$ cat config.mk
export PLATFORM = sky130hd
export DESIGN_NAME = cvd_cell
export DESIGN_NICKNAME = d
export VERILOG_FILES = /design/src/sv/category_value_dictionary_assert.svh /design/src/sv/cvd_pkg.sv /design/src/sv/cvd_cell.sv
export SDC_FILE = /design/constraint.sdc
export NUM_CORES = 1
export LEC_CHECK = 0
export ABC_CLOCK_PERIOD_IN_PS = 2000
export BUFFER_PORTS_ARGS = -buffer_cell sky130_fd_sc_hd__clkbuf_2
export CORE_AREA = 2 2 194 196
export CTS_BUF_LIST = sky130_fd_sc_hd__clkbuf_4 sky130_fd_sc_hd__clkbuf_8 sky130_fd_sc_hd__clkbuf_16
export DETAILED_ROUTE_END_ITERATION = 12
export DIE_AREA = 0 0 196 198
export GPL_TIMING_DRIVEN = 0
export PLACE_DENSITY = 0.6
export SYNTH_ARGS = -nofsm -noshare
export SYNTH_HDL_FRONTEND = slang
export SYNTH_SLANG_ARGS = --single-unit
$ cat constraint.sdc
create_clock -name clk_i -period 2 [get_ports clk_i]
set_clock_uncertainty 0.05 [all_clocks]
set_input_delay 0.4 -clock clk_i [delete_from_list [all_inputs] [get_ports clk_i]]
set_output_delay 0.4 -clock clk_i [all_outputs]
set_load 0.03 [all_outputs]
$ cat src/sv/category_value_dictionary_assert.svh
// ----------------------------------------------------------------------------
// Dictionary assertion macros
// Concurrent check macros clocked on clk_i and held off during reset.
// ----------------------------------------------------------------------------
`ifndef CATEGORY_VALUE_DICTIONARY_ASSERT_SVH
`define CATEGORY_VALUE_DICTIONARY_ASSERT_SVH
`ifndef SYNTHESIS
// Implication check: when a holds, c must hold in the same cycle.
`define CVD_ASSERT_IMP(lbl, a, c) \
  lbl: assert property (@(posedge clk_i) disable iff (!rst_ni) (a) |-> (c)) \
    else $error("dictionary check failed");
// Next-cycle check: when a holds, c must hold in the next cycle.
`define CVD_ASSERT_NXT(lbl, a, c) \
  lbl: assert property (@(posedge clk_i) disable iff (!rst_ni) (a) |=> (c)) \
    else $error("dictionary check failed");
// Invariant check: p holds in every cycle out of reset.
`define CVD_ASSERT_INV(lbl, p) \
  lbl: assert property (@(posedge clk_i) disable iff (!rst_ni) (p)) \
    else $error("dictionary check failed");
`else
`define CVD_ASSERT_IMP(lbl, a, c)
`define CVD_ASSERT_NXT(lbl, a, c)
`define CVD_ASSERT_INV(lbl, p)
`endif
`endif

$ cat src/sv/cvd_pkg.sv
// ----------------------------------------------------------------------------
// Dictionary package
// Shared codes, the search packet that moves down the cell chain, helpers.
// ----------------------------------------------------------------------------
package cvd_pkg;

  localparam int unsigned ValueW = 64;
  localparam int unsigned IdxW   = 6;
  localparam int unsigned VwW    = 4;

  // request function codes
  localparam logic [1:0] FuncUpdate = 2'd0;
  localparam logic [1:0] FuncFind   = 2'd1;
  localparam logic [1:0] FuncRead   = 2'd2;

  // configuration register indexes
  localparam logic CfgIsString   = 1'b0;
  localparam logic CfgValueWidth = 1'b1;

  typedef enum logic {
    StIdle,
    StRun
  } state_e;

  // search packet handed from cell to cell
  typedef struct packed {
    logic              valid;
    logic [1:0]        func;
    logic [ValueW-1:0] value;
    logic [ValueW-1:0] mask;
    logic [IdxW-1:0]   idx;
    logic              hit;
    logic [ValueW-1:0] rvalue;
  } pkt_t;

  // compare mask covering the low w bytes; eight or more covers all
  function automatic logic [ValueW-1:0] byte_mask(input logic [VwW-1:0] w);
    logic [ValueW-1:0] m;
    m = '0;
    for (int b = 0; b < 8; b++) begin
      m[b*8 +: 8] = ({1'b0, w} > 5'(b)) ? 8'hFF : 8'h00;
    end
    return m;
  endfunction

endpackage

$ cat src/sv/cvd_cell.sv
// ----------------------------------------------------------------------------
// Dictionary cell
// Holds one entry, checks the passing packet against it, hands it on.
// ----------------------------------------------------------------------------
module cvd_cell #(
  parameter int unsigned CellPos = 0,
  parameter int unsigned PosW    = 6,
  parameter int unsigned CntW    = 7
) (
  input  logic                      clk_i,
  input  logic                      rst_ni,
  input  logic [CntW-1:0]           count_i,
  input  logic                      wr_en_i,
  input  logic [PosW-1:0]           wr_pos_i,
  input  logic [cvd_pkg::ValueW-1:0] wr_data_i,
  input  cvd_pkg::pkt_t             pkt_i,
  input  logic [PosW-1:0]           pos_i,
  output cvd_pkg::pkt_t             pkt_o,
  output logic [PosW-1:0]           pos_o
);

  localparam int unsigned CmpW = (PosW > cvd_pkg::IdxW) ? PosW : cvd_pkg::IdxW;

  logic [cvd_pkg::ValueW-1:0] entry_q;
  cvd_pkg::pkt_t              pkt_d, pkt_q;
  logic [PosW-1:0]            pos_d, pos_q;
  logic                       filled, is_search, eq;

  always_ff @(posedge clk_i) begin
    if (wr_en_i && (wr_pos_i == PosW'(CellPos))) begin
      entry_q <= wr_data_i;
    end
  end

  assign filled    = pkt_i.valid && (CntW'(CellPos) < count_i);
  assign is_search = (pkt_i.func == cvd_pkg::FuncUpdate) || (pkt_i.func == cvd_pkg::FuncFind);
  assign eq        = ((entry_q ^ pkt_i.value) & pkt_i.mask) == '0;

  always_comb begin
    pkt_d = pkt_i;
    pos_d = pos_i;
    // first match wins: later cells leave an earlier hit alone
    if (filled && is_search && !pkt_i.hit && eq) begin
      pkt_d.hit = 1'b1;
      pos_d     = PosW'(CellPos);
    end
    if (filled && (pkt_i.func == cvd_pkg::FuncRead) &&
        (CmpW'(pkt_i.idx) == CmpW'(CellPos))) begin
      pkt_d.hit    = 1'b1;
      pkt_d.rvalue = entry_q;
    end
  end

  always_ff @(posedge clk_i or negedge rst_ni) begin
    if (!rst_ni) begin
      pkt_q <= '0;
    end else begin
      pkt_q <= pkt_d;
    end
  end

  always_ff @(posedge clk_i) begin
    pos_q <= pos_d;
  end

  assign pkt_o = pkt_q;
  assign pos_o = pos_q;

endmodule

; Yosys cells after proc, flatten, opt, wreduce, memory -nomap -nowiden
; Cells that the tools add are included.
[classes]
n_lt_le_gt_ge = 1
eq_ne = 2
mux = 2
bitwise_logic = 2
n_reduce_logical = 13
[op_table]
columns = op, count
row1 = $mux W65, 1
row2 = $and A64 B64 Y64, 1
row3 = $logic_not A64 Y1, 1
row4 = $xor A64 B64 Y64, 1
row5 = $logic_not A6 Y1, 2
row6 = $logic_and A1 B1 Y1, 7
row7 = $lt A1 B7 Y1 const A, 1
row8 = $eq A2 B1 Y1 const B, 1
row9 = $eq A2 B2 Y1 const B, 1
row10 = $logic_not A2 Y1, 1
row11 = $logic_not A1 Y1, 1
row12 = $logic_or A1 B1 Y1, 1
row13 = $mux W1, 1
[word_totals]
regBits = 272
output_inout_bits = 208
elab_cells = 29

; Longest topological paths before layout
[depth]
depth_word = 7
ltp_mapped = 6
mapped_depth_nobuf = 6

; Worst setup path after synthesis
; OpenSTA, ideal clock, no wires.
[synth_timing]
kind = input to register
from = in wr_pos_i[2]
to = reg entry_q[0] in the netlist's numbering (enable)
arrival_ps = 7133
t_required_ps = 1299
setup_slack_ps = -5834
cell_stages = 2
cell_sequence = or4b_2 -> nor4_1
[synth_via]
elab_chain_len = 2
[synth_rtl]
columns = element, line_no
row1 = start: declaration, cvd_cell.sv:14  ; input logic [PosW-1:0] wr_pos_i,
row2 = $logic_not A6 Y1, cvd_cell.sv:30  ; if (wr_en_i && (wr_pos_i == PosW'(CellPos))) begin
row3 = $logic_and A1 B1 Y1, cvd_cell.sv:30
row4 = end signal: assignment, cvd_cell.sv:31  ; entry_q <= wr_data_i;
row5 = end: declaration, cvd_cell.sv:24  ; logic [cvd_pkg::ValueW-1:0] entry_q;
; Every way passes these cells.
; A chain may end at the register's enable or synchronous reset.

; Worst setup path in the final report
[layout_timing]
from = reg entry_q[25] in the netlist's numbering
to = reg pos_q[5], in the netlist pos_o[5]
[layout_via]
elab_chain_len = 4
[layout_rtl]
columns = element, line_no
row1 = $xor A64 B64 Y64, cvd_cell.sv:37  ; assign eq = ((entry_q ^ pkt_i.value) & pkt_i.mask) == '0;
row2 = $and A64 B64 Y64, cvd_cell.sv:37
row3 = $logic_not A64 Y1, cvd_cell.sv:37
row4 = $logic_and A1 B1 Y1, cvd_cell.sv:43  ; if (filled && is_search && !pkt_i.hit && eq) begin
row5 = end signal: assignment, cvd_cell.sv:63  ; pos_q <= pos_d;
row6 = end: declaration, cvd_cell.sv:26  ; logic [PosW-1:0] pos_d, pos_q;
; Every way passes these cells.

==> metrics.log <==
INFO  metric slew_headroom = approximately 40%
INFO  metric met1Wirelength = approximately 13000 microns
INFO  metric vias = 7005
INFO  metric worstHoldPathType = in2reg
INFO  metric setup_viol_count_final = 7
INFO  metric cp_data_arrival_time = 2560 ps
INFO  metric totalWireLength = 32900 microns
INFO  metric route.antenna.remaining_nets = 0
INFO  metric drive_above_1_share = 50.7%
INFO  metric vdd_ir_max = 634 uV
INFO  metric tritoncts = yes
INFO  metric finalHoldViolations = 0
INFO  metric chip_width = 196 microns
INFO  metric startpoint_type = flip-flop
INFO  metric worst_setup_hold_path_clk_slew = ~60 ps
INFO  metric cts_made_buffers = 29
INFO  metric route.detailed.wl_per_inst = between 15 and 20 microns
INFO  metric critPathMaxFanout = 7
INFO  metric criticalPathCategory = reg2reg
INFO  metric layout.cells.most_common = sky130_fd_sc_hd__clkbuf_2
INFO  metric drt_first_pass_iters = 5
INFO  metric die-height = 198 microns
INFO  metric drc_errors = 0
INFO  metric std_cell_rows = 71
INFO  metric cap_violations = 0
INFO  metric cts_root_buf = sky130_fd_sc_hd__clkbuf_16
INFO  metric finalWorstSetupSlack = -170 ps
INFO  metric globalplace.congestion = 0.816
INFO  metric port-buffer-count = 495
INFO  metric clock_insertion_delay_worst_skew = 550 ps
INFO  metric static_leakage = 0.00721 uW
INFO  metric post_layout_min_period = approximately 2200 ps
INFO  metric placed_cells = roughly 1400
INFO  metric route.met2.wl = 16700 microns
INFO  metric maximum_number_of_pins_on_one_net_before_global_route_repair = 107
INFO  metric grt_first_pass_wirelength = 46800 microns
INFO  metric fmax = 0.461 GHz
INFO  metric max_slew.worst_pin.slew = 896 ps
INFO  metric grt_setup_unrepaired = yes
INFO  metric number_of_antenna_violations_at_the_first_check_in_global_routing = 1
INFO  metric nets = 1494
INFO  metric power_density = between 800 and 900 nW/um^2
INFO  metric worst_ep_required_time = 2390 ps
INFO  metric area_growth = 71.6%
INFO  metric io-pin-count = 496
INFO  metric dieArea = 38800 sq um
INFO  metric postSynthNetCount = 753
INFO  metric synth_cells = 465
INFO  metric post-dp-hpwl = 23700 microns
INFO  metric instances_no_fill = 1703
INFO  metric mappedNetlistArea = between 8000 and 9000 sq um
INFO  metric initial_utilization = 24.0%
INFO  metric wl_met3 = 2530 microns
INFO  metric clk_path_buf_depth = 3
INFO  metric share_of_synthesized_area_occupied_by_flip_flops_and_latches = between 80% and 90%
INFO  metric dr.max_layer_used = met5
INFO  metric post-layout-total-power = 13200 uW
INFO  metric first_global_vias = 7819
INFO  metric viasPerCell = ~4
INFO  metric final_cell_mix = 494 x sky130_fd_sc_hd__clkbuf_2, 206 x sky130_fd_sc_hd__dlygate4sd3_1, 202 x sky130_fd_sc_hd__dfrtp_1
INFO  metric max_transition_viols_final = 0
INFO  metric synth.avg_cell_area = 19.1 sq um
INFO  metric run_status = finished, violations left
INFO  metric critical_path.endpoint_type = flip-flop
INFO  metric clock_sink_count = 272
INFO  metric post_synth_num_cell_types = 24
INFO  metric leftover_overflow_at_the_end_of_global_routing = 0
INFO  metric failing_checks = negative setup slack
INFO  metric cts-htree-levels = 1
INFO  metric drtIter0Drc = 175
INFO  metric number_of_synthesized_register_bits = roughly 270
INFO  metric floorplan.core_area = 37000 sq um
INFO  metric grt_usage = between 10% and 20%
INFO  metric yosys_warn_count = 0
INFO  metric finalCritPeriodShare = 108%
## repair_timing
item / CTS / global route
endpoints found under the hold margin: 301 / 0
endpoints found under the setup margin: 19 / 7
pin swaps: 17 / 3
setup buffers: 3 / 0
hold buffers: 206 / 0
gates resized for setup: 9 / 2
## per-layer routing
| metal | GRT usage, % | up-vias |
|---|---|---|
| li1 | - | 3147 |
| met1 | 18.4 | 3458 |
| met2 | 29.1 | 345 |
| met3 | 4.62 | 53 |
| met4 | 5.92 | 2 |
| met5 | 0 | - |
## report_power, final
| group | leakage, uW | internal [uW] | switching, uW |
|---|---|---|---|
| Sequential | 0.00298 | 5900 | 70.7 |
| Clock | 0.000502 | 3370 | 2200 |
| Combinational | 0.00373 | 722 | 967 |
| Total | 0.00721 | 10000 | 3240 |
## logic make-up after synthesis
| kind of cell | synth area share (%) |
|---|---|
| buf+inv | 0.565 |
| xor+xnor | 6.33 |
| mux | 8.14 |
| compound gates | 2.88 |
| flops | 80.1 |
| simple gates | 1.98 |
## cells in the mapped netlist
cell type / number / area share [%]
sky130_fd_sc_hd__dfrtp_1: 202 / 57
sky130_fd_sc_hd__edfxtp_1: 64 / 22
sky130_fd_sc_hd__xor2_1: 64 / 6.3
sky130_fd_sc_hd__mux2_2: 49 / 6.2
sky130_fd_sc_hd__a22oi_1: 29 / 2.5
sky130_fd_sc_hd__mux2_1: 15 / 1.9
sky130_fd_sc_hd__nand4_1: 7 / 0.49
sky130_fd_sc_hd__and2_1: 6 / 0.42
sky130_fd_sc_hd__buf_4: 6 / 0.51
sky130_fd_sc_hd__dfxtp_1: 6 / 1.4
sky130_fd_sc_hd__nor4_1: 3 / 0.21
sky130_fd_sc_hd__nor3_1: 2 / 0.11
sky130_fd_sc_hd__a211oi_1: 1 / 0.085
sky130_fd_sc_hd__a21boi_1: 1 / 0.085
sky130_fd_sc_hd__a222oi_1: 1 / 0.11
sky130_fd_sc_hd__a22oi_2: 1 / 0.14
sky130_fd_sc_hd__and4_1: 1 / 0.099
sky130_fd_sc_hd__buf_2: 1 / 0.056
sky130_fd_sc_hd__nand3_1: 1 / 0.056
sky130_fd_sc_hd__nand3b_1: 1 / 0.085
sky130_fd_sc_hd__nand4_2: 1 / 0.14
sky130_fd_sc_hd__nor4_2: 1 / 0.14
sky130_fd_sc_hd__nor4b_1: 1 / 0.099
sky130_fd_sc_hd__or4b_2: 1 / 0.11
## path summary, 6_finish.rpt
check	start	end	slack, ps	cells after the start
max	entry_q[25]	pos_o[5]	-170	5
min	wr_data_i[25]	entry_q[25]	6	1
max reg2reg	entry_q[25]	pos_o[5]	-170	5
min reg2reg	entry_q[63]	pkt_o[63]	470	1
max in group asynchronous	rst_ni	pkt_o[145]	390	3
min in group asynchronous	rst_ni	pkt_o[35]	450	2
## state kept, by name (all words and copies together), names as in the netlist
name / cells
pkt_o: 202
entry_q: 64
pos_o: 6
## cell type report
| class | count | area (sq um) |
|---|---|---|
| diodes | 1 | 2.50 |
| plain buffers | 7 | 50.0 |
| clock buffers | 39 | 856 |
| clock inverters | 14 | 148 |
| fillers | 3369 | 21800 |
| multi-input cells | 186 | 1780 |
| flip-flops and latches | 272 | 7100 |
| well taps | 474 | 593 |
| repair buffers | 710 | 4670 |
## metrics by stage
step | area [sq um] | util (%) | TNS, ps | hold WS, ps | worst slack, ps
finish | 15200 | 41.1 | -974 | 6.37 | -170
global route | 15200 | 41.1 | -1390 | 3.13 | -224
CTS | 15200 | 41.1 | -1250 | 0.867 | -194
detailed placement | 12000 | 32.6 | -51160 | 450 | -720
global placement | 11900 | 32.3 | -930770 | 443 | -3510
floorplan | 8880 | - | -98100 | 54.4 | -1530
## worst max-delay path, cell delays in order, from the launching register on
cell	delay (ps)
sky130_fd_sc_hd__edfxtp_1	510
sky130_fd_sc_hd__xor2_1	190
sky130_fd_sc_hd__a222oi_1	810
sky130_fd_sc_hd__nand4_4	160
sky130_fd_sc_hd__buf_12	190
sky130_fd_sc_hd__and2_4	150
Power figures use the tool's default switching activity.
